==> src/spectrum_bin_smooth_peak_hold_defines.svh <==
// assertion macros for the spectrum bin smoothing and peak hold block
// no dependencies; included by the top level only
`ifndef SPECTRUM_BIN_SMOOTH_PEAK_HOLD_DEFINES_SVH
`define SPECTRUM_BIN_SMOOTH_PEAK_HOLD_DEFINES_SVH

// same-cycle implication, checked outside reset
`define SBSPH_ASSERT_NOW(label, clk_sig, rst_n_sig, ante, cons, msg) \
	label: assert property (@(posedge clk_sig) disable iff (!rst_n_sig) (ante) |-> (cons)) \
		else $error(msg);

// next-cycle implication, checked outside reset
`define SBSPH_ASSERT_NEXT(label, clk_sig, rst_n_sig, ante, cons, msg) \
	label: assert property (@(posedge clk_sig) disable iff (!rst_n_sig) (ante) |=> (cons)) \
		else $error(msg);

`endif

==> src/sbsph_pkg.sv <==
// shared types, widths, register codes and reset values
// no dependencies; imported by every module of the block but sbsph_ram
package sbsph_pkg;

	localparam int BIN_W      = 9;
	localparam int LEVEL_W    = 16;
	localparam int HOLD_W     = 8;
	localparam int GAIN_W     = 16;
	localparam int STEP_W     = 15;
	localparam int CFG_IDX_W  = 3;
	localparam int CFG_DATA_W = 16;
	localparam int ENTRY_W    = 2 * LEVEL_W + HOLD_W;

	// output queue sizing
	localparam int OUTQ_DEPTH = 4;
	localparam int OUTQ_PTR_W = 2;
	localparam int OUTQ_CNT_W = 3;

	typedef logic [BIN_W-1:0]           bin_t;
	typedef logic signed [LEVEL_W-1:0]  level_t;
	typedef logic [HOLD_W-1:0]          hold_t;
	typedef logic [GAIN_W-1:0]          gain_t;
	typedef logic [STEP_W-1:0]          step_t;
	typedef logic [CFG_IDX_W-1:0]       cfg_idx_t;

	// register indexes
	localparam cfg_idx_t REG_SMOOTH_GAIN    = 3'd0;
	localparam cfg_idx_t REG_HOLD_FRAMES    = 3'd1;
	localparam cfg_idx_t REG_PEAK_FALL_STEP = 3'd2;
	localparam cfg_idx_t REG_UNDERRUN_DECAY = 3'd3;
	localparam cfg_idx_t REG_FLOOR_LEVEL    = 3'd4;

	// register reset values
	localparam gain_t  GAIN_RESET  = 16'd52429;
	localparam hold_t  HOLD_RESET  = 8'd30;
	localparam step_t  STEP_RESET  = 15'd128;
	localparam step_t  DECAY_RESET = 15'd256;
	localparam level_t FLOOR_RESET = -16'sd25600;

	localparam level_t LEVEL_MIN = {1'b1, {(LEVEL_W-1){1'b0}}};

	typedef struct packed {
		gain_t  smooth_gain;
		hold_t  hold_frames;
		step_t  peak_fall_step;
		step_t  underrun_decay;
		level_t floor_level;
	} cfg_t;

	// one bin's stored state
	typedef struct packed {
		level_t smoothed;
		level_t peak;
		hold_t  hold;
	} entry_t;

	// input word as carried down the pipeline
	typedef struct packed {
		bin_t   bin;
		logic   in_range;
		level_t raw;
		logic   under;
	} item_t;

	typedef struct packed {
		bin_t   bin;
		level_t smoothed;
		level_t peak;
	} result_t;

	// occupancy of a pipeline stage, used for the bin interlock
	typedef struct packed {
		logic valid;
		logic in_range;
		bin_t bin;
	} stage_status_t;

endpackage

==> src/sbsph_outq.sv <==
// small result queue that decouples the pipeline from the receiver
// depends on sbsph_pkg
module sbsph_outq (
	input  logic                                clk,
	input  logic                                arst_n,
	input  logic                                push,
	input  sbsph_pkg::result_t                  push_data,
	output logic                                out_valid,
	input  logic                                out_stall,
	output sbsph_pkg::result_t                  out_data,
	output logic [sbsph_pkg::OUTQ_CNT_W-1:0]    count
);
	import sbsph_pkg::*;

	result_t                 buf_q [OUTQ_DEPTH];
	logic [OUTQ_PTR_W-1:0]   wr_ptr_q, rd_ptr_q;
	logic [OUTQ_CNT_W-1:0]   count_q;
	logic                    pop;

	assign out_valid = (count_q != '0);
	assign pop       = out_valid & ~out_stall;
	assign out_data  = buf_q[rd_ptr_q];
	assign count     = count_q;

	// pointers and fill count
	always_ff @(posedge clk or negedge arst_n) begin
		if (!arst_n) begin
			wr_ptr_q <= '0;
			rd_ptr_q <= '0;
			count_q  <= '0;
		end else begin
			if (push) begin
				wr_ptr_q <= wr_ptr_q + 1'b1;
			end
			if (pop) begin
				rd_ptr_q <= rd_ptr_q + 1'b1;
			end
			if (push && !pop) begin
				count_q <= count_q + 1'b1;
			end else if (pop && !push) begin
				count_q <= count_q - 1'b1;
			end
		end
	end

	// storage
	always_ff @(posedge clk) begin
		if (push) begin
			buf_q[wr_ptr_q] <= push_data;
		end
	end

endmodule

==> config.mk <==
export PLATFORM = sky130hd
export DESIGN_NAME = sbsph_outq
export DESIGN_NICKNAME = d
export VERILOG_FILES = /design/src/spectrum_bin_smooth_peak_hold_defines.svh /design/src/sbsph_pkg.sv /design/src/sbsph_outq.sv
export SDC_FILE = /design/constraint.sdc
export NUM_CORES = 1
export LEC_CHECK = 0
export BUFFER_PORTS_ARGS = -buffer_cell sky130_fd_sc_hd__buf_4
export CAP_MARGIN = 5
export CORE_AREA = 10 10 118 120
export DETAILED_ROUTE_END_ITERATION = 7
export DIE_AREA = 0 0 128 130
export GPL_TIMING_DRIVEN = 0
export PLACE_DENSITY = 0.77
export SYNTH_ARGS = -nofsm -noshare
export SYNTH_HDL_FRONTEND = slang
export SYNTH_SLANG_ARGS = --single-unit
==> constraint.sdc <==
create_clock -name clk -period 2.4 [get_ports clk]
set_input_delay 0.24 -clock clk [delete_from_list [all_inputs] [get_ports clk]]
set_output_delay 0.24 -clock clk [all_outputs]
set_load 0.02 [all_outputs]
## Yosys cells after proc, flatten, opt, wreduce, memory -nomap -nowiden

Memory sizes are Yosys's and may differ from the RTL's.
Cells that the tools add are included.

- Bits in latches: 0
- Bits in read-only memories: 0
- Output and inout bits: 45
- Memories: 1
- Input port bits: 45
- Flip-flop bits (word level): 7
- Logic and storage cells: 20
- Bits in writable memories: 164

- Div/mod/pow operators: 0
- Bitwise logic cells: 2
- Muxes and demuxes: 4
- Equality and inequality tests: 0
- Add/subtract/negate cells: 4
- $lt $le $gt $ge: 0
- Reductions and logical operators: 6
- Multipliers: 0
- Shift-type cells: 0

Memories:

| memory | depth | bits a word | read ports | clocked after memory_dff | wr ports | RTL line | RTL |
|---|---|---|---|---|---|---|---|
| buf_q | 4 | 41 | 1 | 0 | 1 | sbsph_outq.sv:15 | `result_t buf_q [OUTQ_DEPTH];` |

Operators with widths:

| kind | count |
|---|---|
| $mux W3 | 2 |
| $add A2 B1 Y2 const B | 2 |
| $add A3 B1 Y3 const B | 1 |
| $reduce_bool A3 Y1 | 1 |
| $sub A3 B1 Y3 const B | 1 |
| $logic_and A1 B1 Y1 | 2 |
| $logic_not A1 Y1 | 2 |
| $mux W1 | 2 |
| $reduce_bool A2 Y1 | 1 |
| $and A1 B1 Y1 | 1 |
| $not A1 Y1 | 1 |

## Depth between registers and ports, before layout

- Depth in word-level cells: 5
- Mapped depth: 8
- Depth with buffers taken out: 8

## Worst setup path after synthesis

Ideal clock, no wire load.

- Path kind: reg2reg
- Start: register wr_ptr_q[0]
- End: memory buf_q[0][0] (netlist name), enable pin
- Data required time: 1.998 ns
- Clock period less this slack: 2.014 ns
- Arrival time: 1.612 ns
- Path buffers: 0
- Cell stages (with the launch flop): 4
- Setup slack: 0.386 ns
- Library setup time: 0.402 ns
- Cells stage by stage: dfrtp_1 -> inv_1 -> ha_1 -> and2_1

RTL lines:

| what | RTL line | RTL |
|---|---|---|
| start, declared | sbsph_outq.sv:16 | `logic [OUTQ_PTR_W-1:0] wr_ptr_q, rd_ptr_q;` |
| start signal, assigned | sbsph_outq.sv:33 | `wr_ptr_q <= wr_ptr_q + 1'b1;` |
| end, declared | sbsph_outq.sv:15 |  |

Straight into the memory's write port.

## Final worst setup path

- Start: register count_q[0], in the netlist count[0]
- End: register count_q[2], in the netlist count[2]

- Cells in the longest elaborated chain, start to end: 5
- Elaborated cells between the ends (all ways): 10
- Those cells by class: 2 x add/sub; 2 x mux; 1 x bitwise; 5 x reduce/logical

Ends and longest elaborated chain:

| what | RTL line | RTL |
|---|---|---|
| start, declared | sbsph_outq.sv:17 | `logic [OUTQ_CNT_W-1:0] count_q;` |
| start signal, assigned | sbsph_outq.sv:39 | `count_q <= count_q + 1'b1;` |
| start signal, assigned | sbsph_outq.sv:41 | `count_q <= count_q - 1'b1;` |
| parallel branches: the longest is 5 deep, another holds $sub A3 B1 Y3 | -- |  |

Parallel ways; which one is timed is not known. The select of a mux whose other input is x is not followed.
A chain may end at the register's enable or synchronous reset.

==> metrics <==
outcome complete, no violations; Tightest Pin Transition 617 ps; r2r worst-path depth 8; gr usage total 14.5%; Tmin final 2140 ps; DRC 0; pin count of the biggest net entering global routing 27; final setup fails 0; Final Skew 12.8 ps; post-synthesis instance area 6370 um2; ANT cells 0; Critical Path AT 2480 ps; first-pass GRT wire length 18,100 um; CP required 2740 ps; core area 11,700 um2; row count 40; Leak 2.77 nW; clock root cell clkbuf_16; DR vias 2,896; Hold/Removal Path Class input port to register; Routed WL 11,500 um; drt via density 5.55; Initial Utilization 54.4%; setup TNS 0 ps; CP Capture Type register; H-tree depth 4; DR iter-0 viols 229; Post-DRT Antenna Nets 0; Final Max Slew Viols 0; CTS sink cnt 171; Die X-Extent 128 um; Mean Syn Cell Area 25.6 um2; max_slew headroom 58.9%; fin nets 413; Final Cycle Share 89.3%; layout cell share with drive strength beyond 1 46.9%; hold path cells 1; Place WS 296 ps; Netlist cell types 21; crit path launch type register; Fmax 0.467 GHz; Synth Register Bits 171; Die ar. 16,600 um2; Mapped Nets 300; vias in the first global route 3,310; highest net fanout along the worst path 4; RSZ-0062 raised after global routing no; deepest clock path buffer count 2; dpl cells 489; Layout Utilization 67.2%; Post-CTS Setup Repair Bufs 0; GP Congestion 0.695; Max-Cap Viols 0; Non-Filler Instances 522; placed wire-length estimate 7300 um; Congestion Overflow GR 0; IO Pins 90; pwr/cell area 1300 nW/um2; final hold vios 0; initial antenna violation count 0; WS Path Type register to register; worst-skew pair later-pin latency 410 ps; total CTS buffers 17; drt pass-1 iters 6; VDD IR max 0.737 mV; CTS clk-pin slew, worst paths 70 ps; routed len/inst 21.9 um; Die Height 130 um; YS warnings 0; Area Overhead vs Synth 23.7%; synthesized instance count 249; setup ws final 257 ps; CTS tree yes; sequential fraction of the synthesis area 80.1%; PortBufs 89
[kinds of logic (layout without fill, tap and decap cells)]
kind of cell | after synthesis | in the layout | synth area share [%]
AO/OA/AOI/OAI | 1 | 1 | 0.0785
XOR/XNOR | 6 | 6 | 0.825
adder cells (fa/ha/maj) | 6 | 6 | 1.30
flip-flops | 171 | 171 | 80.1
buffers and inverters | 14 | 140 | 2.04
multiplexers | 42 | 42 | 14.9
AND/OR/NAND/NOR | 9 | 9 | 0.806
[worst max-delay path: stages, from the launching register on]
cell and delay (ps):
dfrtp_1 450, nor3_1 350, or2_2 200, ha_1 190, inv_1 60, fa_1 380, xor2_1 170, nor2_1 110
xor2_1 150
[through the flow]
stage / instance area, um2 / hold slack [ps] / total power, mW
final: 7880 / 25.5 / 10.2
after global routing: 7880 / 1.83 / 10.7
after CTS: 7880 / 6.60 / 10.4
after detailed placement: 7300 / 59.6 / 7.78
after global placement: 7220 / 55.3 / 7.65
after floorplan: 6370 / -55.6 / 6.38
[layout by cell type (no fill, tap or decap), types with 5 or more instances in the layout]
cell	synthesis	final
buf_12	4	8
buf_4	0	89
clkbuf_16	0	17
dfrtp_1	7	7
edfxtp_1	164	164
ha_1	5	5
inv_6	0	7
mux4_2	38	38
[path summary, 6_finish.rpt]
check	from	to	slack [ps]
worst min register to register	count[2]	count[2]	500
min in group asynchronous	arst_n	count[2]	180
max in group asynchronous	arst_n	wr_ptr_q[0]	2100
worst max register to register	count[0]	count[2]	260
worst max-delay path	count[0]	count[2]	260
worst min-delay path	push_data[18]	buf_q[0][18]	30
[layout make-up]
cell class	instances	area, um2
sequential	171	5100
timing repair buffer	94	758
multi-input combinational	64	1140
clock inverter	15	135
buffer	10	115
fill	765	3840
clock buffer	17	425
tap	147	184
inverter	4	15.0
[synthesized netlist by cell type, drive strengths merged]
library cell | instances | share of area [%]
nand2 | 1 | 0.059
o21ai | 1 | 0.079
dfrtp | 7 | 2.8
edfxtp | 164 | 77
clkbuf | 1 | 0.059
nor3 | 1 | 0.079
inv | 4 | 0.24
nor3b | 1 | 0.12
mux4 | 41 | 15
or2 | 1 | 0.098
ha | 5 | 0.98
fa | 1 | 0.31
buf | 9 | 1.7
xnor2 | 2 | 0.28
and2 | 4 | 0.39
xor2 | 4 | 0.55
mux2 | 1 | 0.18
nor2 | 1 | 0.059
[power breakdown]
part	total (mW)	internal, mW	leakage, nW	switching [mW]
clock	2.59	1.45	0.273	1.14
sequential	4.07	3.91	1.59	0.158
combinational	3.57	1.69	0.911	1.88
total	10.2	7.05	2.77	3.18
[repair_timing]
item                      CTS  global route
hold endpoints to repair    7             0
hold buffers                1             0
gates resized for setup     0             0
[registers in the layout, summed over array words and instances (netlist names)]
register / flops
buf_q: 164
count: 3
wr_ptr_q: 2
rd_ptr_q: 2
[per-layer routing]
metal / track usage, % / share of wire, %
met3: 4.99 / 6.1
met2: 24.5 / 53
met1: 17.0 / 39
met4: 4.77 / 1.4
met5: 0 / 0
Note: power is estimated with default switching activity, not from simulation.
