`src/spectrum_bin_smooth_peak_hold_defines.svh`:
```
// assertion macros for the spectrum bin smoothing and peak hold block
// no dependencies; included by the top level only
`ifndef SPECTRUM_BIN_SMOOTH_PEAK_HOLD_DEFINES_SVH
`define SPECTRUM_BIN_SMOOTH_PEAK_HOLD_DEFINES_SVH

// same-cycle implication, checked outside reset
`define SBSPH_ASSERT_NOW(label, clk_sig, rst_n_sig, ante, cons, msg) \
	label: assert property (@(posedge clk_sig) disable iff (!rst_n_sig) (ante) |-> (cons)) \
		else $error(msg);

// next-cycle implication, checked outside reset
`define SBSPH_ASSERT_NEXT(label, clk_sig, rst_n_sig, ante, cons, msg) \
	label: assert property (@(posedge clk_sig) disable iff (!rst_n_sig) (ante) |=> (cons)) \
		else $error(msg);

`endif

```
`src/sbsph_pkg.sv`:
```
// shared types, widths, register codes and reset values
// no dependencies; imported by every module of the block but sbsph_ram
package sbsph_pkg;

	localparam int BIN_W      = 9;
	localparam int LEVEL_W    = 16;
	localparam int HOLD_W     = 8;
	localparam int GAIN_W     = 16;
	localparam int STEP_W     = 15;
	localparam int CFG_IDX_W  = 3;
	localparam int CFG_DATA_W = 16;
	localparam int ENTRY_W    = 2 * LEVEL_W + HOLD_W;

	// output queue sizing
	localparam int OUTQ_DEPTH = 4;
	localparam int OUTQ_PTR_W = 2;
	localparam int OUTQ_CNT_W = 3;

	typedef logic [BIN_W-1:0]           bin_t;
	typedef logic signed [LEVEL_W-1:0]  level_t;
	typedef logic [HOLD_W-1:0]          hold_t;
	typedef logic [GAIN_W-1:0]          gain_t;
	typedef logic [STEP_W-1:0]          step_t;
	typedef logic [CFG_IDX_W-1:0]       cfg_idx_t;

	// register indexes
	localparam cfg_idx_t REG_SMOOTH_GAIN    = 3'd0;
	localparam cfg_idx_t REG_HOLD_FRAMES    = 3'd1;
	localparam cfg_idx_t REG_PEAK_FALL_STEP = 3'd2;
	localparam cfg_idx_t REG_UNDERRUN_DECAY = 3'd3;
	localparam cfg_idx_t REG_FLOOR_LEVEL    = 3'd4;

	// register reset values
	localparam gain_t  GAIN_RESET  = 16'd52429;
	localparam hold_t  HOLD_RESET  = 8'd30;
	localparam step_t  STEP_RESET  = 15'd128;
	localparam step_t  DECAY_RESET = 15'd256;
	localparam level_t FLOOR_RESET = -16'sd25600;

	localparam level_t LEVEL_MIN = {1'b1, {(LEVEL_W-1){1'b0}}};

	typedef struct packed {
		gain_t  smooth_gain;
		hold_t  hold_frames;
		step_t  peak_fall_step;
		step_t  underrun_decay;
		level_t floor_level;
	} cfg_t;

	// one bin's stored state
	typedef struct packed {
		level_t smoothed;
		level_t peak;
		hold_t  hold;
	} entry_t;

	// input word as carried down the pipeline
	typedef struct packed {
		bin_t   bin;
		logic   in_range;
		level_t raw;
		logic   under;
	} item_t;

	typedef struct packed {
		bin_t   bin;
		level_t smoothed;
		level_t peak;
	} result_t;

	// occupancy of a pipeline stage, used for the bin interlock
	typedef struct packed {
		logic valid;
		logic in_range;
		bin_t bin;
	} stage_status_t;

endpackage

```
`src/sbsph_update.sv`:
```
// two-stage level update: blend product and underrun path, then peak hold
// depends on sbsph_pkg
module sbsph_update (
	input  logic                     clk,
	input  logic                     arst_n,
	input  logic                     valid_s1,
	input  sbsph_pkg::item_t         item_s1,
	input  sbsph_pkg::entry_t        old_s1,
	input  sbsph_pkg::cfg_t          cfg,
	output sbsph_pkg::stage_status_t status_s2,
	output logic                     wr_en,
	output sbsph_pkg::entry_t        wr_entry,
	output logic                     res_valid,
	output sbsph_pkg::result_t       res
);
	import sbsph_pkg::*;

	localparam int DIFF_W = LEVEL_W + 1;
	localparam int PROD_W = 2 * (GAIN_W + 1);
	localparam logic signed [PROD_W-1:0] ROUND_BIAS = PROD_W'(2 ** (GAIN_W - 1));

	// clamp a difference that can only run out of range downwards
	function automatic level_t sat_low(input logic signed [DIFF_W-1:0] v);
		if (v[DIFF_W-1] != v[DIFF_W-2]) begin
			sat_low = LEVEL_MIN;
		end else begin
			sat_low = v[LEVEL_W-1:0];
		end
	endfunction

	function automatic level_t lvl_max(input level_t a, input level_t b);
		lvl_max = (a > b) ? a : b;
	endfunction

	level_t                    s_old, p_old;
	hold_t                     h_old;
	logic signed [DIFF_W-1:0]  mix_diff, fall_diff, dec_diff;
	logic signed [PROD_W-1:0]  prod_c;
	level_t                    fallen_c, s_dec_c, s_u_c, p_hf_c, p_u_c;
	hold_t                     h_u_c;

	logic                      valid_s2;
	item_t                     item_s2;
	logic signed [PROD_W-1:0]  prod_s2;
	level_t                    peak_s2, fallen_s2, s_u_s2, p_u_s2;
	hold_t                     hold_s2, h_u_s2;

	logic signed [PROD_W-1:0]  rnd_sum;
	level_t                    s_n, p_n, s_new, p_new;
	hold_t                     h_n, h_new;

	assign s_old = old_s1.smoothed;
	assign p_old = old_s1.peak;
	assign h_old = old_s1.hold;

	// first stage: blend product, fallen peak and the whole underrun update
	always_comb begin
		mix_diff  = $signed({s_old[LEVEL_W-1], s_old})
		          - $signed({item_s1.raw[LEVEL_W-1], item_s1.raw});
		prod_c    = $signed({1'b0, cfg.smooth_gain}) * mix_diff;
		fall_diff = $signed({p_old[LEVEL_W-1], p_old}) - $signed({2'b00, cfg.peak_fall_step});
		dec_diff  = $signed({s_old[LEVEL_W-1], s_old}) - $signed({2'b00, cfg.underrun_decay});
		fallen_c  = sat_low(fall_diff);
		s_dec_c   = sat_low(dec_diff);
		s_u_c     = lvl_max(s_dec_c, cfg.floor_level);
		if (h_old != '0) begin
			p_hf_c = p_old;
			h_u_c  = h_old - 1'b1;
		end else begin
			p_hf_c = lvl_max(s_u_c, fallen_c);
			h_u_c  = h_old;
		end
		p_u_c = lvl_max(p_hf_c, cfg.floor_level);
	end

	always_ff @(posedge clk or negedge arst_n) begin
		if (!arst_n) begin
			valid_s2 <= 1'b0;
		end else begin
			valid_s2 <= valid_s1;
		end
	end

	always_ff @(posedge clk) begin
		item_s2   <= item_s1;
		prod_s2   <= prod_c;
		peak_s2   <= p_old;
		hold_s2   <= h_old;
		fallen_s2 <= fallen_c;
		s_u_s2    <= s_u_c;
		p_u_s2    <= p_u_c;
		h_u_s2    <= h_u_c;
	end

	// second stage: round the blend, capture or hold the peak
	always_comb begin
		rnd_sum = prod_s2 + ROUND_BIAS;
		s_n     = item_s2.raw + level_t'(rnd_sum[GAIN_W+LEVEL_W-1:GAIN_W]);
		if (s_n >= peak_s2) begin
			p_n = s_n;
			h_n = cfg.hold_frames;
		end else if (hold_s2 != '0) begin
			p_n = peak_s2;
			h_n = hold_s2 - 1'b1;
		end else begin
			p_n = lvl_max(s_n, fallen_s2);
			h_n = hold_s2;
		end
		if (item_s2.under) begin
			s_new = s_u_s2;
			p_new = p_u_s2;
			h_new = h_u_s2;
		end else begin
			s_new = s_n;
			p_new = p_n;
			h_new = h_n;
		end
	end

	assign wr_en             = valid_s2 & item_s2.in_range;
	assign wr_entry.smoothed = s_new;
	assign wr_entry.peak     = p_new;
	assign wr_entry.hold     = h_new;

	// bins outside the store report the floor
	assign res_valid    = valid_s2;
	assign res.bin      = item_s2.bin;
	assign res.smoothed = item_s2.in_range ? s_new : cfg.floor_level;
	assign res.peak     = item_s2.in_range ? p_new : cfg.floor_level;

	assign status_s2.valid    = valid_s2;
	assign status_s2.in_range = item_s2.in_range;
	assign status_s2.bin      = item_s2.bin;

endmodule

```
`config.mk`:
```
export PLATFORM = sky130hd
export DESIGN_NAME = sbsph_update
export DESIGN_NICKNAME = d
export VERILOG_FILES = /design/src/spectrum_bin_smooth_peak_hold_defines.svh /design/src/sbsph_pkg.sv /design/src/sbsph_update.sv
export SDC_FILE = /design/constraint.sdc
export NUM_CORES = 1
export LEC_CHECK = 0
export BUFFER_PORTS_ARGS = -buffer_cell sky130_fd_sc_hd__buf_2
export CAP_MARGIN = 25
export CORE_AREA = 2 2 255 257
export CTS_BUF_LIST = sky130_fd_sc_hd__clkbuf_4
export DETAILED_ROUTE_END_ITERATION = 7
export DIE_AREA = 0 0 257 259
export HOLD_SLACK_MARGIN = 0.03
export SLEW_MARGIN = 20
export SYNTH_ARGS = -nofsm -noshare
export SYNTH_HDL_FRONTEND = slang
export SYNTH_SLANG_ARGS = --single-unit
```
`constraint.sdc`:
```
create_clock -name clk -period 10.43 [get_ports clk]
set_clock_uncertainty 0.1 [all_clocks]
set_input_delay 0 -clock clk [delete_from_list [all_inputs] [get_ports clk]]
set_output_delay 0 -clock clk [all_outputs]
set_load 0.02 [all_outputs]
```
# After elaboration in Yosys (flattened, before gate mapping)
# Index checks and enable logic that the tools add are counted.
# op_classes
reduce_logical	2
n_bitwise	1
n_mul	1
addsub	7
n_mux	17
magnitude_cmp	5
n_eq_ne	2
# ops
op	n
16-bit 2-to-1 mux	13
16-bit greater-than comparator	4
16-bit by 16-bit subtractor with 17-bit output	3
32-bit by 17-bit adder with 32-bit output, second input constant	1
17-bit by 17-bit multiplier with 32-bit output	1
8-bit 2-to-1 mux	4
16-bit adder	1
16-bit >= comparator	1
8-bit nonzero test	2
8-bit by 1-bit subtractor with 8-bit output, second input constant	2
1-bit inequality test	2
1-bit bitwise AND	1
# totals
word_cells	47
register_bits	140
out_inout_bits	94

# Longest topological paths before layout
# Gate-level depths: netlist (run 1).
# logic_depth
ltp_word	10
ltp_mapped	48

# Worst setup path after synthesis (run 1)
# Ideal clock, no wire load.
# synth_path
kind	input-to-reg
from	input old_s1[24] in the netlist's numbering
to	register p_u_s2[10]
stages	45
slack_ns	1.815
t_arrival_ns	8.394
required_time_ns	10.209
path_cell_list	inv_1 ha_1 inv_1 fa_1 a21oi_1 o21bai_1 a21oi_1 o211a_1 o21bai_1 a221o_1 a21oi_1 nor2_1 ha_1 buf_2 buf_2 nor2_1 ha_1 a21o_1 (+9 left out) a21o_1 a21oi_1 o21ai_1 a221oi_2 mux2i_1 clkbuf_1 nor2_1 a211oi_1 nor2_1 ha_1 o21a_1 o21a_1 o21ai_0 a21oi_1 o21ai_0 a31oi_1 clkbuf_1 mux2_2
# synth_via
elab_chain_len	10
# synth_lines
element	line	text
start: declaration	sbsph_update.sv:8	input sbsph_pkg::entry_t old_s1,
16-bit by 16-bit subtractor with 17-bit output (*)	sbsph_update.sv:62	dec_diff = $signed({s_old[LEVEL_W-1], s_old}) - $signed({2'b00, cfg.underrun_decay});
1-bit inequality test	sbsph_update.sv:24	if (v[DIFF_W-1] != v[DIFF_W-2]) begin
16-bit 2-to-1 mux (*)	sbsph_update.sv:24	
16-bit greater-than comparator	sbsph_update.sv:32	lvl_max = (a > b) ? a : b;
16-bit 2-to-1 mux (*)	sbsph_update.sv:32	
net s_u_c[5]	sbsph_update.sv:39	level_t fallen_c, s_dec_c, s_u_c, p_hf_c, p_u_c;
16-bit greater-than comparator	sbsph_update.sv:32	
16-bit 2-to-1 mux (*)	sbsph_update.sv:32	
16-bit 2-to-1 mux (*)	sbsph_update.sv:66	if (h_old != '0) begin
16-bit greater-than comparator	sbsph_update.sv:32	
16-bit 2-to-1 mux (*)	sbsph_update.sv:32	
net p_u_c[10]	sbsph_update.sv:39	
end signal: assignment	sbsph_update.sv:91	p_u_s2 <= p_u_c;
end: declaration	sbsph_update.sv:45	level_t peak_s2, fallen_s2, s_u_s2, p_u_s2;
# Mark *: on every way through the listed nets, which the timed path passes. The rest lies on a longest branch.

# Final worst setup path (run 1)
# layout_path
from	input cfg[16] in the netlist's numbering
to	register p_u_s2[0]
# layout_via
elab_chain_len	10
# layout_lines
element	line	text
start: declaration	sbsph_update.sv:9	input sbsph_pkg::cfg_t cfg,
16-bit by 16-bit subtractor with 17-bit output (*)	sbsph_update.sv:62	
1-bit inequality test	sbsph_update.sv:24	
16-bit 2-to-1 mux (*)	sbsph_update.sv:24	
16-bit greater-than comparator	sbsph_update.sv:32	
16-bit 2-to-1 mux (*)	sbsph_update.sv:32	
net s_u_c[9]	sbsph_update.sv:39	
16-bit greater-than comparator	sbsph_update.sv:32	
16-bit 2-to-1 mux (*)	sbsph_update.sv:32	
16-bit 2-to-1 mux (*)	sbsph_update.sv:66	
16-bit greater-than comparator	sbsph_update.sv:32	
16-bit 2-to-1 mux (*)	sbsph_update.sv:32	
net p_u_c[0]	sbsph_update.sv:39	
# Marks and branches as above.

==> impl_metrics.csv, run 1 <==
group,metric,value,unit
route,drc,0,
synthesis,yosysTopAreaCellShare,0.224,
critical_path,cp.arrival,10.09,ns
synthesis,synth_cell_types,85,
critical_path,critPathTopFamily,"compound AO/OA/AOI/OAI gates",
critical_path,worstSetupEndpointType,"flop",
cts,htree_levels,4,
hold_path,holdCritStartpoint,"old_s1[13]",
synthesis,synth_edf_count,0,
layout,area_delta_synth_final,19.9,%
grt,grt-ovfl-total,0,
critical_path,crit_slowest_cell,"dlygate4sd3_1",
synthesis,postSynthCellCount,2251,
sta,setup_viol,0,
hold_path,whs_endpoint,"peak_s2[5]",
placed_design,numPortBuffers,233,
sta,finalHoldViolCount,0,
cts,cts_buffer_depth,2,
critical_path,max_stage_delay,0.58,ns
route,ant_nets,0,
synthesis,yosysMostFrequentCell,"inv_1",
sta,min_period,9.74,ns
floorplanning,coreArea,0.0639,sq mm
floorplanning,die_area,0.0666,sq mm
cts,cts_buffers,17,
cts,post_cts_buffers,0,
cts,clkSinkCount,125,
sta,slew_headroom,0.275,
grt,grt_max_degree,49,
cts,cts_root_buffer,"clkbuf_4",
sta,min_period_over_period,0.933,
synthesis,synth_area_per_cell,8.40,sq um
synthesis,synthTopCellsByCount,"392 x inv_1, 259 x ha_1, 234 x nand2_1, 212 x fa_1, 132 x nor2_1",
route,drt-vias-per-instance,4.79,
critical_path,start_kind,"input port",
cts,cts_tree,"built",
grt,grt_pass1_vias,16789,
route,first_pass_iters,7,
layout,fillers,6648,
layout,final_cell_count_no_fill,3445,
sta,tightest_slew,1.08,ns
synthesis,seq_area_frac_synth,0.133,
hold_path,hp-class,"in -> reg",
sta,whs,0.0791,ns
placed_design,dpl.cell_count,3271,
synthesis,synth_area_leader_cell,"fa_1",
floorplanning,chipHeight,259,um
sta,fmax,103,MHz
route,vias,16511,
critical_path,crit_type,"in -> reg",
placed_design,gp_congestion,0.911,
synthesis,ys_seq_elements,125,
sta,setup_tns,0,ns
run_status,outcome,"finished, final reports clean",
route,routed_wl,60300,um
grt,grt_usage,0.182,
cts,clkSlewWorstSetupHoldPaths,0.14,ns
synthesis,ys_warn_count,0,
critical_path,crit_required,10.79,ns
route,routedWlPerCell,17.5,um
floorplanning,rows,93,
floorplanning,start_util,0.296,
critical_path,critPathBufInv,6,
synthesis,synthArstFlopShare,0.00800,
grt,antenna_found_initial,2,
floorplanning,die_w,257,um
layout,fin_nets,3186,
synthesis,synth_area,0.0189,sq mm
critical_path,crit_path_frequent_cell,"a21oi_1",
route,drt-initial-drc-count,1142,
critical_path,cp_max_fo,13,
synthesis,synth_area_leaders,"fa_1 22%, ha_1 17%, dfxtp_1 13%",
synthesis,synthFlopType,"dfxtp_1",
layout,drive_above_1_share,0.148,
sta,rsz0062_at_grt,"false",
grt,grt_pass1_wl,94300,um
synthesis,synth_fp_nets,2862,
flow_run,maxCapViolCount,0,
placed_design,dpl.hpwl,48500,um
hold_path,hold_depth,2,
sta,slew_viol_final,0,
floorplanning,ios,234,
==> worst max-delay path by stage <==
stage	from	end	depth (start not counted)
global route	cfg[16]	p_u_s2[0]	42
global placement	old_s1[24]	p_u_s2[1]	40
detailed placement	old_s1[24]	p_u_s2[1]	40
floorplan	old_s1[24]	p_u_s2[10]	45
CTS	cfg[16]	p_u_s2[0]	41
finish	cfg[16]	p_u_s2[0]	43
==> state kept, by name (all words and copies together), names as in the netlist <==
register / cells
prod_s2: 17
res: 9
res_valid: 1
item_s2: 17
p_u_s2: 16
hold_s2: 8
h_u_s2: 8
s_u_s2: 16
fallen_s2: 16
status_s2: 1
peak_s2: 16
==> layout make-up <==
| class | count | area [sq um] | area share |
|---|---|---|---|
| well taps | 855 | 1070 | 0.0472 |
| clock buffers | 17 | 128 | 0.00563 |
| multi-input cells | 1644 | 14600 | 0.645 |
| repair buffers | 395 | 2730 | 0.120 |
| inverters | 392 | 1470 | 0.0649 |
| flip-flops and latches | 125 | 2510 | 0.111 |
| diodes | 2 | 5.00 | 0.000221 |
| clock inverters | 15 | 144 | 0.00635 |
==> layout by cell type (no fill, tap or decap), types with 8 or more instances in the layout <==
master / count
buf_2: 233
nand3_2: 11
inv_1: 392
o21ai_0: 55
or3_1: 11
clkbuf_4: 17
a21oi_1: 91
nand2b_1: 14
fa_1: 212
a21o_1: 44
o21a_1: 26
dlygate4sd3_1: 138
xor2_1: 17
xnor2_1: 62
and2_1: 104
nand3_1: 31
o21ai_1: 27
o31ai_1: 8
and3_1: 15
or2_1: 9
a211oi_1: 10
nand4_1: 20
ha_1: 258
nand2_1: 234
dfxtp_1: 122
mux2_2: 38
nor2_1: 132
nor2b_1: 36
o21bai_1: 8
nor3_1: 33
a31oi_1: 14
or2_2: 9
buf_4: 23
==> metrics by stage <==
step	setup slack, ns	util	instance area (sq um)
after floorplan	1.81	-	18900
after global placement	0.414	0.328	21000
after detailed placement	0.232	0.328	21000
after CTS	0.130	0.354	22600
after global routing	0.0852	0.355	22700
final	0.694	0.355	22700
==> cell families after synthesis <==
| family | count (synthesis) | share of synthesized area |
|---|---|---|
| simple gates | 682 | 0.178 |
| buf+inv | 483 | 0.101 |
| fa+ha+maj | 471 | 0.396 |
| compound gates | 355 | 0.124 |
| flops | 125 | 0.133 |
| xor+xnor | 84 | 0.0389 |
| mux | 51 | 0.0302 |
==> layer usage <==
metal / track usage / wire (um) / vias up
li1: - / - / 7955
met1: 0.245 / 27500 / 8008
met2: 0.314 / 28400 / 504
met3: 0.0249 / 3760 / 42
met4: 0.0271 / 586 / 2
met5: 0 / 7 / -
==> what timing repair did <==
| action | in CTS | in global routing |
|---|---|---|
| hold buffers | 138 | 0 |
| hold endpoints to repair | 108 | 0 |
| setup endpoints to repair | 0 | 10 |
| resized for setup | 0 | 6 |
Power of run 1 is not shown: default switching activity piles up to over one toggle a cycle in this logic, so the estimate is an artifact.
==> run 2, diff against run 1 <==
==> constraint.sdc (replaced) <==
create_clock -name clk -period 12.3 [get_ports clk]
set_clock_uncertainty 0.1 [all_clocks]
set_input_delay 0 -clock clk [delete_from_list [all_inputs] [get_ports clk]]
set_output_delay 0 -clock clk [all_outputs]
set_load 0.02 [all_outputs]
==> impl_metrics.csv, run 2 (synthesized netlist as in run 1, its figures left out) <==
group,metric,value,unit
route,drt-initial-drc-count,1159,
critical_path,worstSetupEndpointType,"flop",
route,drc,0,
grt,antenna_found_initial,6,
cts,cts_buffers,17,
sta,fmax,100,MHz
critical_path,max_stage_delay,0.73,ns
critical_path,crit_required,12.72,ns
critical_path,crit_type,"in -> reg",
grt,grt_max_degree,49,
placed_design,dpl_cell_area,0.0209,sq mm
layout,post-route-util,0.354,
flow_run,maxCapViolCount,0,
hold_path,hold_depth,6,
route,drt-vias-per-instance,4.73,
floorplanning,die_w,257,um
sta,whs,0.0838,ns
sta,rsz0062_at_grt,"false",
layout,final_cell_area,0.0226,sq mm
sta,min_period_over_period,0.810,
sta,slew_viol_final,0,
layout,drive_above_1_share,0.147,
floorplanning,coreArea,0.0639,sq mm
run_status,outcome,"finished, final reports clean",
critical_path,start_kind,"input port",
floorplanning,start_util,0.296,
floorplanning,rows,93,
floorplanning,ios,234,
cts,cts-resized-gates,0,
grt,grt_usage,0.179,
placed_design,gp_congestion,0.894,
layout,layout_commonest_cell,"inv_1",
sta,tightest_slew,1.01,ns
cts,htree_levels,4,
cts,cts_root_buffer,"clkbuf_4",
layout,area_delta_synth_final,19.6,%
sta,finalHoldViolCount,0,
hold_path,hp-class,"in -> reg",
sta,min_period,9.96,ns
grt,grt-ovfl-total,0,
grt,grt_pass1_wl,92900,um
floorplanning,chipHeight,259,um
critical_path,cp.arrival,10.38,ns
cts,cts_tree,"built",
route,vias,16280,
critical_path,crit_slowest_cell,"o21ai_2",
cts,clkSlewWorstSetupHoldPaths,0.13,ns
layout,fillers,6681,
grt,grt_pass1_vias,16703,
cts,post_cts_buffers,0,
placed_design,numPortBuffers,233,
route,routedWlPerCell,17.4,um
route,routed_wl,59800,um
layout,fin_nets,3179,
layout,top_regs,"item_s2 x17, prod_s2 x17",
critical_path,cp_max_fo,26,
layout,layout_common_cells,"392 x inv_1, 259 x ha_1, 234 x nand2_1",
cts,clkSinkCount,125,
sta,setup_viol,0,
floorplanning,die_area,0.0666,sq mm
route,first_pass_iters,5,
sta,slew_headroom,0.326,
route,ant_nets,0,
placed_design,dpl.hpwl,48700,um
cts,cts_buffer_depth,2,
sta,setup_tns,0,ns
==> run 2: changes by cell type in the layout (fill, tap and decap cells not counted), sizes merged <==
cell         before  now
bufinv            2    3
diode             2    3
dlygate4sd3     138  137
clkbuf           17   18
buf             257  252
o21ai            86   85
inv             396  394
==> run 2: path summary, 6_finish.rpt <==
| path | startpoint | end | slack, ns |
|---|---|---|---|
| max in group asynchronous | arst_n | res_valid | 11.84 |
| worst min-delay path | cfg[42] | fallen_s2[13] | 0.08 |
| min in group asynchronous | arst_n | res_valid | 0.16 |
| worst max-delay path | cfg[16] | p_u_s2[0] | 2.34 |
==> run 2: layout make-up <==
class	count	area (sq um)	area share
diodes	3	7.51	0.000332
clock buffers	18	135	0.00597
clock inverters	14	168	0.00741
inverters	392	1470	0.0650
multi-input cells	1643	14600	0.644
flip-flops and latches	125	2510	0.111
well taps	855	1070	0.0473
repair buffers	389	2680	0.119
==> run 2: what timing repair did <==
item / in CTS / in global routing
endpoints found under the setup margin: 0 / 0
hold buffers: 137 / 0
endpoints found under the hold margin: 107 / 0
==> run 2: through the flow <==
stage / cells / setup slack [ns]
6_report: 3439 / 2.34
5_1_grt: 3439 / 1.50
4_1_cts: 3435 / 2.25
3_5_place_dp: 3266 / 2.22
3_3_place_gp: 3266 / 2.09
2_1_floorplan: 2251 / 3.68
==> run 2: routing by layer <==
metal | vias to the layer above | share of wire | track usage
met5 | - | 0.00045 | 0
met4 | 4 | 0.013 | 0.0297
met3 | 49 | 0.064 | 0.0292
met2 | 497 | 0.47 | 0.309
met1 | 7805 | 0.45 | 0.238
li1 | 7925 | - | -
==> run 2: worst max-delay path, delay by kind of cell <==
family | cells | cell delay [ns]
simple gates | 8 | 0.77
compound gates | 21 | 4.78
mux | 4 | 1.24
buf+inv | 5 | 1.55
fa+ha+maj | 6 | 2.06
Power of run 2 is left out for the same reason.
==> run 3, diff against run 2 <==
==> constraint.sdc (replaced) <==
create_clock -name clk -period 9.5 [get_ports clk]
set_clock_uncertainty 0.1 [all_clocks]
set_input_delay 0 -clock clk [delete_from_list [all_inputs] [get_ports clk]]
set_output_delay 0 -clock clk [all_outputs]
set_load 0.02 [all_outputs]
==> impl_metrics.csv, run 3 (synthesized netlist as in run 1, its figures left out) <==
group,metric,value,unit
run_status,outcome,"finished, final reports clean",
critical_path,crit_path_frequent_cell,"ha_1",
floorplanning,rows,93,
flow_run,maxCapViolCount,0,
cts,cts_buffer_depth,2,
critical_path,crit_required,9.86,ns
layout,fillers,6660,
floorplanning,start_util,0.296,
sta,slew_viol_final,0,
cts,htree_levels,4,
layout,layout_common_cells,"392 x inv_1, 259 x ha_1, 234 x nand2_1",
layout,drive_above_1_share,0.149,
cts,cts_tree,"built",
critical_path,worstSetupEndpointType,"flop",
hold_path,hold_depth,5,
route,first_pass_iters,5,
cts,cts_buffers,17,
grt,grt_max_degree,49,
critical_path,cp_max_fo,19,
route,drt-initial-drc-count,1043,
layout,layout_commonest_cell,"inv_1",
critical_path,worstSetupStartpoint,"old_s1[24]",
critical_path,critPathTopFamily,"compound AO/OA/AOI/OAI gates",
sta,min_period,8.91,ns
placed_design,dpl.cell_count,3277,
layout,multiInputGateArea,0.0146,sq mm
grt,grt_pass1_wl,93400,um
sta,fmax,112,MHz
grt,antenna_found_initial,3,
grt,grt_usage,0.180,
layout,seq_area,0.00251,sq mm
sta,tightest_slew,1.09,ns
placed_design,numPortBuffers,233,
grt,grt-ovfl-total,0,
floorplanning,chipHeight,259,um
sta,finalHoldViolCount,0,
floorplanning,coreArea,0.0639,sq mm
route,routed_wl,60000,um
route,drt-vias-per-instance,4.76,
critical_path,cp.arrival,9.27,ns
route,drc,0,
grt,grt_pass1_vias,16748,
critical_path,setup.worst_path.end,"p_u_s2[0]",
sta,rsz0062_at_grt,"false",
route,vias,16403,
critical_path,worst-path-stages,40,
route,ant_nets,0,
critical_path,start_kind,"input port",
placed_design,gp_congestion,0.951,
cts,clkSlewWorstSetupHoldPaths,0.12,ns
sta,min_period_over_period,0.938,
critical_path,critPathBufInv,7,
layout,area_delta_synth_final,19.9,%
floorplanning,ios,234,
route,routedWlPerCell,17.4,um
cts,cts_root_buffer,"clkbuf_4",
hold_path,hp-class,"in -> reg",
critical_path,crit_type,"in -> reg",
cts,clkSinkCount,125,
floorplanning,die_w,257,um
layout,top_regs,"item_s2 x17, prod_s2 x17",
sta,setup_viol,0,
layout,final_cell_count_no_fill,3447,
sta,setup_tns,0,ns
placed_design,dpl.hpwl,48900,um
sta,slew_headroom,0.266,
layout,fin_nets,3191,
critical_path,max_stage_delay,0.65,ns
critical_path,crit_slowest_cell,"a2111oi_0",
layout,post-route-util,0.355,
floorplanning,die_area,0.0666,sq mm
[run 3: cell types whose count changed in the layout (fill, tap and decap cells not counted), moves of 2 or more]
cell       delta
inv_6         -2
buf_4        +10
buf_12        +2
bufinv_16     -2
diode_2       -2
[run 3: through the flow]
step | area [sq um] | hold slack, ns | setup slack, ns
6_report | 22700 | 0.0824 | 0.590
5_1_grt | 22700 | 0.0347 | 0.0561
4_1_cts | 22600 | 0.0314 | 0.366
3_5_place_dp | 21000 | -0.324 | 0.0869
3_3_place_gp | 21000 | -0.325 | 0.275
2_1_floorplan | 18900 | -0.396 | 0.885
[run 3: area by class of cell]
cell class	instances	area share
inverters	392	0.0649
clock buffers	18	0.00596
repair buffers	401	0.123
well taps	855	0.0472
clock inverters	12	0.00447
diodes	1	0.000110
flip-flops and latches	125	0.111
multi-input cells	1643	0.643
[run 3: per-layer routing]
layer / up-vias / share of wire / track usage
li1: 7946 / - / -
met1: 7828 / 0.44 / 0.238
met2: 558 / 0.47 / 0.310
met3: 69 / 0.072 / 0.0306
met4: 2 / 0.017 / 0.0341
met5: - / 0.00022 / 0
[run 3: tightest hold or removal path: stages]
cell	delay [ns]
buf_2	0.10
inv_1	0.04
ha_1	0.18
o21ai_0	0.10
and3b_1	0.25
[run 3: worst min-delay path by stage]
stage / startpoint / endpoint / slack [ns]
5_1_grt: old_s1[13] / peak_s2[5] / 0.03
6_report: cfg[41] / fallen_s2[10] / 0.08
4_1_cts: cfg[41] / fallen_s2[10] / 0.03
2_1_floorplan: arst_n / res_valid / -0.40
3_3_place_gp: arst_n / res_valid / -0.33
3_5_place_dp: arst_n / res_valid / -0.32
[run 3: what timing repair did]
item / 4_1_cts / 5_1_grt
resized for setup: 0 / 3
hold endpoints to repair: 105 / 0
setup buffers: 0 / 1
hold buffers: 137 / 0
setup endpoints to repair: 0 / 1
Power of run 3 is left out for the same reason.
